`src/hw/rtl/speq_pkg.sv`:
```
// Shared package for the sorted priority event queue.
// Holds sizing constants, the controller state type and the command struct.
// No dependencies.
package speq_pkg;

    localparam int CAPACITY = 16;
    localparam int KEY_BITS = 32;
    localparam int TAG_BITS = 16;
    localparam int CNT_BITS = $clog2(CAPACITY + 1);

    localparam logic MODE_ENQUEUE = 1'b0;
    localparam logic MODE_DEQUEUE = 1'b1;

    typedef enum logic {
        ST_IDLE,
        ST_RESULT
    } ctl_state_t;

    typedef struct packed {
        logic exec;
    } dp_cmd_t;

endpackage

```
`src/hw/rtl/speq_ctrl.sv`:
```
// Handshake controller for the sorted priority event queue.
// Tracks whether a result item is held and issues the execute command.
// Depends on speq_pkg.
module speq_ctrl (
    input  logic              aclk,
    input  logic              aresetn,
    input  logic              s_valid,
    output logic              s_ready,
    output logic              m_valid,
    input  logic              m_ready,
    output speq_pkg::dp_cmd_t cmd
);

    speq_pkg::ctl_state_t state_reg;
    speq_pkg::ctl_state_t state_next;
    logic                 accept;

    assign accept = s_valid && s_ready;

    always_ff @(posedge aclk) begin
        if (!aresetn) begin
            state_reg <= speq_pkg::ST_IDLE;
        end else begin
            state_reg <= state_next;
        end
    end

    always_comb begin
        state_next = state_reg;
        case (state_reg)
            speq_pkg::ST_IDLE: begin
                if (accept) begin
                    state_next = speq_pkg::ST_RESULT;
                end
            end
            speq_pkg::ST_RESULT: begin
                if (m_ready && !accept) begin
                    state_next = speq_pkg::ST_IDLE;
                end
            end
            default: begin
                state_next = speq_pkg::ST_IDLE;
            end
        endcase
    end

    always_comb begin
        s_ready  = 1'b0;
        m_valid  = 1'b0;
        case (state_reg)
            speq_pkg::ST_IDLE: begin
                s_ready = 1'b1;
            end
            speq_pkg::ST_RESULT: begin
                s_ready = m_ready;
                m_valid = 1'b1;
            end
            default: begin
                s_ready = 1'b0;
            end
        endcase
        cmd.exec = s_valid && s_ready;
    end

endmodule

```
`src/hw/rtl/speq_datapath.sv`:
```
// Datapath of the sorted priority event queue: a sorted row of key/tag slots
// with per-slot compare and shift, the entry count and the result register.
// Depends on speq_pkg.
module speq_datapath (
    input  logic                              aclk,
    input  logic                              aresetn,
    input  speq_pkg::dp_cmd_t                 cmd,
    input  logic                              mode,
    input  logic [speq_pkg::KEY_BITS-1:0]     key_in,
    input  logic [speq_pkg::TAG_BITS-1:0]     tag_in,
    output logic                              head_valid,
    output logic [speq_pkg::KEY_BITS-1:0]     key_out,
    output logic [speq_pkg::TAG_BITS-1:0]     tag_out,
    output logic [speq_pkg::CNT_BITS-1:0]     occupancy,
    output logic                              dropped
);

    localparam int CAP = speq_pkg::CAPACITY;
    localparam int CW  = speq_pkg::CNT_BITS;

    logic [speq_pkg::KEY_BITS-1:0] key_reg [CAP];
    logic [speq_pkg::TAG_BITS-1:0] tag_reg [CAP];
    logic [speq_pkg::KEY_BITS-1:0] key_next [CAP];
    logic [speq_pkg::TAG_BITS-1:0] tag_next [CAP];
    logic [CW-1:0]                 count_reg;
    logic [CW-1:0]                 count_next;

    logic                          hv_reg,  hv_next;
    logic [speq_pkg::KEY_BITS-1:0] kout_reg, kout_next;
    logic [speq_pkg::TAG_BITS-1:0] tout_reg, tout_next;
    logic [CW-1:0]                 occ_reg, occ_next;
    logic                          drop_reg, drop_next;

    logic                          lead;
    logic                          full;
    logic                          empty;
    logic                          do_enq;
    logic                          do_deq;
    logic [CAP-1:0]                slot_valid;
    logic [CAP-1:0]                shift;
    logic [CAP-1:0]                ins;

    assign lead   = key_in <= key_reg[0];
    assign full   = count_reg == CW'(CAP);
    assign empty  = count_reg == '0;
    assign do_enq = cmd.exec && (mode == speq_pkg::MODE_ENQUEUE) && !full;
    assign do_deq = cmd.exec && (mode == speq_pkg::MODE_DEQUEUE) && !empty;

    for (genvar g = 0; g < CAP; g++) begin : g_slot
        assign slot_valid[g] = CW'(g) < count_reg;
        assign shift[g]      = slot_valid[g] && (lead || (key_in < key_reg[g]));

        if (g == 0) begin : g_head
            assign ins[g] = empty || lead;
            always_comb begin
                key_next[g] = key_reg[g];
                tag_next[g] = tag_reg[g];
                if (do_enq && ins[g]) begin
                    key_next[g] = key_in;
                    tag_next[g] = tag_in;
                end else if (do_deq) begin
                    key_next[g] = key_reg[g+1];
                    tag_next[g] = tag_reg[g+1];
                end
            end
        end else begin : g_body
            assign ins[g] = !shift[g-1] && (shift[g] || (CW'(g) == count_reg));
            always_comb begin
                key_next[g] = key_reg[g];
                tag_next[g] = tag_reg[g];
                if (do_enq) begin
                    if (ins[g]) begin
                        key_next[g] = key_in;
                        tag_next[g] = tag_in;
                    end else if (shift[g-1]) begin
                        key_next[g] = key_reg[g-1];
                        tag_next[g] = tag_reg[g-1];
                    end
                end else if (do_deq && (g < CAP - 1)) begin
                    key_next[g] = key_reg[(g < CAP - 1) ? g + 1 : g];
                    tag_next[g] = tag_reg[(g < CAP - 1) ? g + 1 : g];
                end
            end
        end
    end

    always_comb begin
        count_next = count_reg;
        hv_next    = hv_reg;
        kout_next  = kout_reg;
        tout_next  = tout_reg;
        occ_next   = occ_reg;
        drop_next  = drop_reg;
        if (cmd.exec) begin
            hv_next   = 1'b0;
            kout_next = '0;
            tout_next = '0;
            drop_next = 1'b0;
            if (mode == speq_pkg::MODE_ENQUEUE) begin
                if (full) begin
                    drop_next = 1'b1;
                end else begin
                    count_next = count_reg + 1'b1;
                end
            end else if (!empty) begin
                hv_next    = 1'b1;
                kout_next  = key_reg[0];
                tout_next  = tag_reg[0];
                count_next = count_reg - 1'b1;
            end
            occ_next = count_next;
        end
    end

    always_ff @(posedge aclk) begin
        if (!aresetn) begin
            count_reg <= '0;
        end else begin
            count_reg <= count_next;
        end
    end

    always_ff @(posedge aclk) begin
        for (int i = 0; i < CAP; i++) begin
            key_reg[i] <= key_next[i];
            tag_reg[i] <= tag_next[i];
        end
        hv_reg   <= hv_next;
        kout_reg <= kout_next;
        tout_reg <= tout_next;
        occ_reg  <= occ_next;
        drop_reg <= drop_next;
    end

    assign head_valid = hv_reg;
    assign key_out    = kout_reg;
    assign tag_out    = tout_reg;
    assign occupancy  = occ_reg;
    assign dropped    = drop_reg;

endmodule

```
`src/hw/rtl/sorted_priority_event_queue_core.sv`:
```
// Top level of the sorted priority event queue.
// Instantiates speq_ctrl and speq_datapath; depends on speq_pkg.
//
//  Channel  | Direction | Handshake          | Item fields
//  s_       | in        | s_valid / s_ready  | mode, key_in, tag_in
//  m_       | out       | m_valid / m_ready  | head_valid, key_out, tag_out,
//           |           |                    | occupancy, dropped
//
// The slot row compares and shifts all entries in the cycle an item is accepted,
// and the result appears in the output register on the next cycle. While that
// result is held, a new item is taken in the same cycle the result is taken.
// Reset empties the queue by clearing the entry count.
module sorted_priority_event_queue_core (
    input  logic                          aclk,
    input  logic                          aresetn,
    input  logic                          s_valid,
    output logic                          s_ready,
    input  logic                          s_mode,
    input  logic [speq_pkg::KEY_BITS-1:0] s_key_in,
    input  logic [speq_pkg::TAG_BITS-1:0] s_tag_in,
    output logic                          m_valid,
    input  logic                          m_ready,
    output logic                          m_head_valid,
    output logic [speq_pkg::KEY_BITS-1:0] m_key_out,
    output logic [speq_pkg::TAG_BITS-1:0] m_tag_out,
    output logic [speq_pkg::CNT_BITS-1:0] m_occupancy,
    output logic                          m_dropped
);

    speq_pkg::dp_cmd_t cmd;

    speq_ctrl u_ctrl (
        .aclk    (aclk),
        .aresetn (aresetn),
        .s_valid (s_valid),
        .s_ready (s_ready),
        .m_valid (m_valid),
        .m_ready (m_ready),
        .cmd     (cmd)
    );

    speq_datapath u_datapath (
        .aclk       (aclk),
        .aresetn    (aresetn),
        .cmd        (cmd),
        .mode       (s_mode),
        .key_in     (s_key_in),
        .tag_in     (s_tag_in),
        .head_valid (m_head_valid),
        .key_out    (m_key_out),
        .tag_out    (m_tag_out),
        .occupancy  (m_occupancy),
        .dropped    (m_dropped)
    );

endmodule

```
`config.mk`:
```
export PLATFORM = sky130hd
export DESIGN_NAME = sorted_priority_event_queue_core
export DESIGN_NICKNAME = d
export VERILOG_FILES = /design/src/hw/rtl/speq_pkg.sv /design/src/hw/rtl/speq_ctrl.sv /design/src/hw/rtl/speq_datapath.sv /design/src/hw/rtl/sorted_priority_event_queue_core.sv
export SDC_FILE = /design/constraint.sdc
export NUM_CORES = 2
export LEC_CHECK = 0
export BUFFER_PORTS_ARGS = -buffer_cell sky130_fd_sc_hd__buf_2
export CORE_MARGIN = 2
export CORE_UTILIZATION = 45
export CTS_BUF_LIST = sky130_fd_sc_hd__clkbuf_4 sky130_fd_sc_hd__clkbuf_8
export DETAILED_ROUTE_END_ITERATION = 10
export PLACE_DENSITY = 0.71
export SLEW_MARGIN = 20
export SYNTH_ARGS = -nofsm -noshare
export SYNTH_HDL_FRONTEND = slang
export SYNTH_SLANG_ARGS = --single-unit
```
`constraint.sdc`:
```
create_clock -name aclk -period 8.8 [get_ports aclk]
set_input_delay 0.44 -clock aclk [delete_from_list [all_inputs] [get_ports aclk]]
set_output_delay 0.44 -clock aclk [all_outputs]
set_load 0.02 [all_outputs]
```
==> results.sh <==
export IMPL_final_common_cell="edfxtp_1"
export IMPL_maxCapViolations=0
export IMPL_slowest_delay_ns=0.89
export IMPL_route_detailed_drc=0
export IMPL_cts_tree="done"
export IMPL_cts_root_buffer="clkbuf_8"
export IMPL_criticalPathCategory="reg2reg"
export IMPL_cp_max_fo=33
export IMPL_cts_sinks=829
export IMPL_crit_path_top_delay_cell="nor2_4"
export IMPL_clock_latency_ns=0.89
export IMPL_ir_drop_uv=177.0
export IMPL_area_delta_synth_final_pct=8.707
export IMPL_routabilityCongestion=0.9466
export IMPL_rows=127
export IMPL_critPathBufInv=2
export IMPL_num_vias=45511
export IMPL_drt_iter0_drc=5443
export IMPL_grt_pass1_vias=44431
export IMPL_setup_viol=0
export IMPL_crit_path_start_kind="flop"
export IMPL_worstPathRequired_ns=9.29
export IMPL_hold_viol_final=0
export IMPL_status="completed"
export IMPL_cp_data_arrival_time_ns=5.83
export IMPL_ios=110
export IMPL_pre_cts_ws_ns=3.167
export IMPL_grt_use_total_pct=27.99
export IMPL_fin_crit_ns=5.344
export IMPL_drtPass1Iterations=6
export IMPL_p_leak_uw=0.02394
export IMPL_syn_cell_area_um2=54520
export IMPL_synth_area_leaders="edfxtp_1 45%, ha_1 12%, nand2_1 3.8%"
export IMPL_viasPerCell=6.442
export IMPL_grt_max_degree=181
export IMPL_finClkSkew_ns=0.04596
export IMPL_hold_path_class="in2reg"
export IMPL_worst_slew_pin_transition_ns=1.152
export IMPL_avgRoutedWirePerCell_um=25.44
export IMPL_cp_cell_sequence="inv_1, ha_1, nand4_1, nor4_1, nand3_1, a21boi_2, o21a_4, nor2_4, or2_2, nor3b_1, o21ai_4, buf_4"
export IMPL_die_w_um=352.1
export IMPL_synth_distinct_cells=76
export IMPL_die_area_um2=124000
export IMPL_grt_pass1_wl_mm=270.1
export IMPL_power_switching_uw=4085
export IMPL_totalWireLength_mm=179.7
export IMPL_fp_coreArea_um2=120100
export IMPL_pwr_share_seq_pct=44.3
export IMPL_port_buffers=109
export IMPL_fp_dieH_um=352.1
export IMPL_cts_buffers_inserted=144
export IMPL_yosysWarnings=0
export IMPL_nets=5898
export IMPL_powerDensity_nw_per_um2=201.6
export IMPL_clockBufferDepth=3
export IMPL_synth_main_ff_cell="edfxtp_1"
export IMPL_largest_reg_flops=512
export IMPL_syn_inst=5378
export IMPL_cp_top_family="simple AND/OR/NAND/NOR gates"
export IMPL_fmax_mhz=187.1
export IMPL_end_kind="flop"
export IMPL_async_flop_share_pct=0
export IMPL_slew_viol_final=0
export IMPL_fin_util_pct=49.33
export IMPL_ctsHtreeMaxLevel=4
export IMPL_power_internal_uw=7862
export IMPL_comb_power_share_pct=26.0
export IMPL_rsz0062_at_grt="false"
export IMPL_max_slew_margin_pct=23.04
export IMPL_setup_slack_ns=3.456
export IMPL_final_cell_mix="823 x edfxtp_1, 549 x nand2_1, 506 x inv_1"
export IMPL_seq_area_frac_synth_pct=45.55
export IMPL_ant_nets=0
export IMPL_switching_share_pct=34.19
export IMPL_antenna_found_initial=2
export IMPL_start_util_pct=45.38
export IMPL_synth_avg_cell_area_um2=10.14
export IMPL_nFillCells=11085
export IMPL_syn_nets=5933
export IMPL_grt_overflow_total=0
export IMPL_clkPwrFrac_pct=29.7
export IMPL_synth_top_area_share_pct=45.33
export IMPL_fin_setup_tns_ns=0
export IMPL_postCtsSetupBuffers=0
export IMPL_hpwl_mm=121.3
export IMPL_clk_pin_slew_worst_paths_ns=0.06
export IMPL_ys_ff_latch=829
export IMPL_yosysTopAreaCell="edfxtp_1"
export IMPL_synth_edf_count=823
export IMPL_post_route_period_util_pct=60.73
export IMPL_drive_above_1_share_pct=10.66
## metrics by stage
step                      power, µW  cells  instance area [µm²]  hold slack (ns)
after floorplan                7349   5378                54520           0.5142
after global placement         8274   6805                56480           0.5081
after detailed placement       8371   6805                56480           0.5294
after CTS                     11890   7062                59250          0.02667
after global routing          12410   7065                59260          0.07169
final                         11950   7065                59260          0.08997
## what timing repair did
action	in CTS	in global routing
endpoints found under the hold margin	7	0
gates resized for setup	0	0
hold buffers	4	0
## path summary, 6_finish.rpt
path,cells past startpoint,end,startpoint,slack (ns)
worst max register to register,12,u_datapath.key_reg[9][6]$_DFFE_PP_,u_datapath.key_reg[0][31]$_DFFE_PP_,3.46
worst min register to register,1,u_datapath.key_out[19]$_SDFFCE_PP0P_,u_datapath.key_reg[0][19]$_DFFE_PP_,0.55
worst min-delay path,2,u_datapath.tag_reg[0][5]$_DFFE_PP_,s_tag_in[5],0.09
worst max-delay path,12,u_datapath.key_reg[9][6]$_DFFE_PP_,u_datapath.key_reg[0][31]$_DFFE_PP_,3.46
## final cells by class
class / instances / area (µm²) / share of cell area (%)
repair buffers: 202 / 1279 / 2.158
clock buffers: 199 / 2445 / 4.125
inverters: 507 / 1906 / 3.215
clock inverters: 54 / 290.3 / 0.4898
well taps: 1612 / 2017 / 3.403
multi-input cells: 3659 / 26490 / 44.69
flip-flops and latches: 829 / 24830 / 41.90
diodes: 3 / 7.507 / 0.01267
## synth_stat cells, types with 10 or more instances
| cell | instances |
|---|---|
| o21ai_1 | 14 |
| ha_1 | 502 |
| a211oi_1 | 51 |
| and2_1 | 54 |
| mux2i_1 | 177 |
| o21ai_0 | 115 |
| nor3b_1 | 18 |
| a31oi_1 | 58 |
| a21o_1 | 123 |
| o221ai_1 | 159 |
| nand2_1 | 557 |
| nand3_1 | 198 |
| buf_6 | 15 |
| nand2b_1 | 28 |
| and3_1 | 54 |
| or2_2 | 13 |
| mux2_2 | 95 |
| a2bb2oi_1 | 51 |
| buf_4 | 10 |
| clkbuf_1 | 278 |
| a221o_1 | 145 |
| nand4_1 | 125 |
| inv_1 | 506 |
| a21oi_1 | 304 |
| edfxtp_1 | 823 |
| nor3_1 | 164 |
| o211ai_1 | 170 |
| o21a_1 | 28 |
| nor2_1 | 260 |
| nor2b_1 | 23 |
| o31a_1 | 18 |
| buf_2 | 68 |
| buf_1 | 12 |
| a2111oi_0 | 17 |
| a22oi_1 | 31 |
## routing by layer
layer	wire, µm	global-route usage, %
met1	71460	35.83
met4	9589	14.96
met2	83600	45.31
met5	0	0
met3	15080	4.745
## cell families (layout without fill, tap and decap cells)
family	after synthesis	after routing	share of synthesized area [%]
simple gates	1525	1525	13.06
compound gates	1359	1359	18.08
buf+inv	890	962	6.559
flops	829	829	45.55
fa+ha+maj	502	502	11.52
mux	272	272	5.212
xor+xnor	1	1	0.01607
other cells	0	3	0
## power groups by stage
stage,registers (µW),clock network [µW],logic [µW]
finish,5290,3550,3100
global route,5320,3740,3350
CTS,5280,3580,3030
detailed placement,5350,0,3020
global placement,5350,0,2920
floorplan,5280,0,2060
Note: power is estimated with default switching activity, not from simulation.
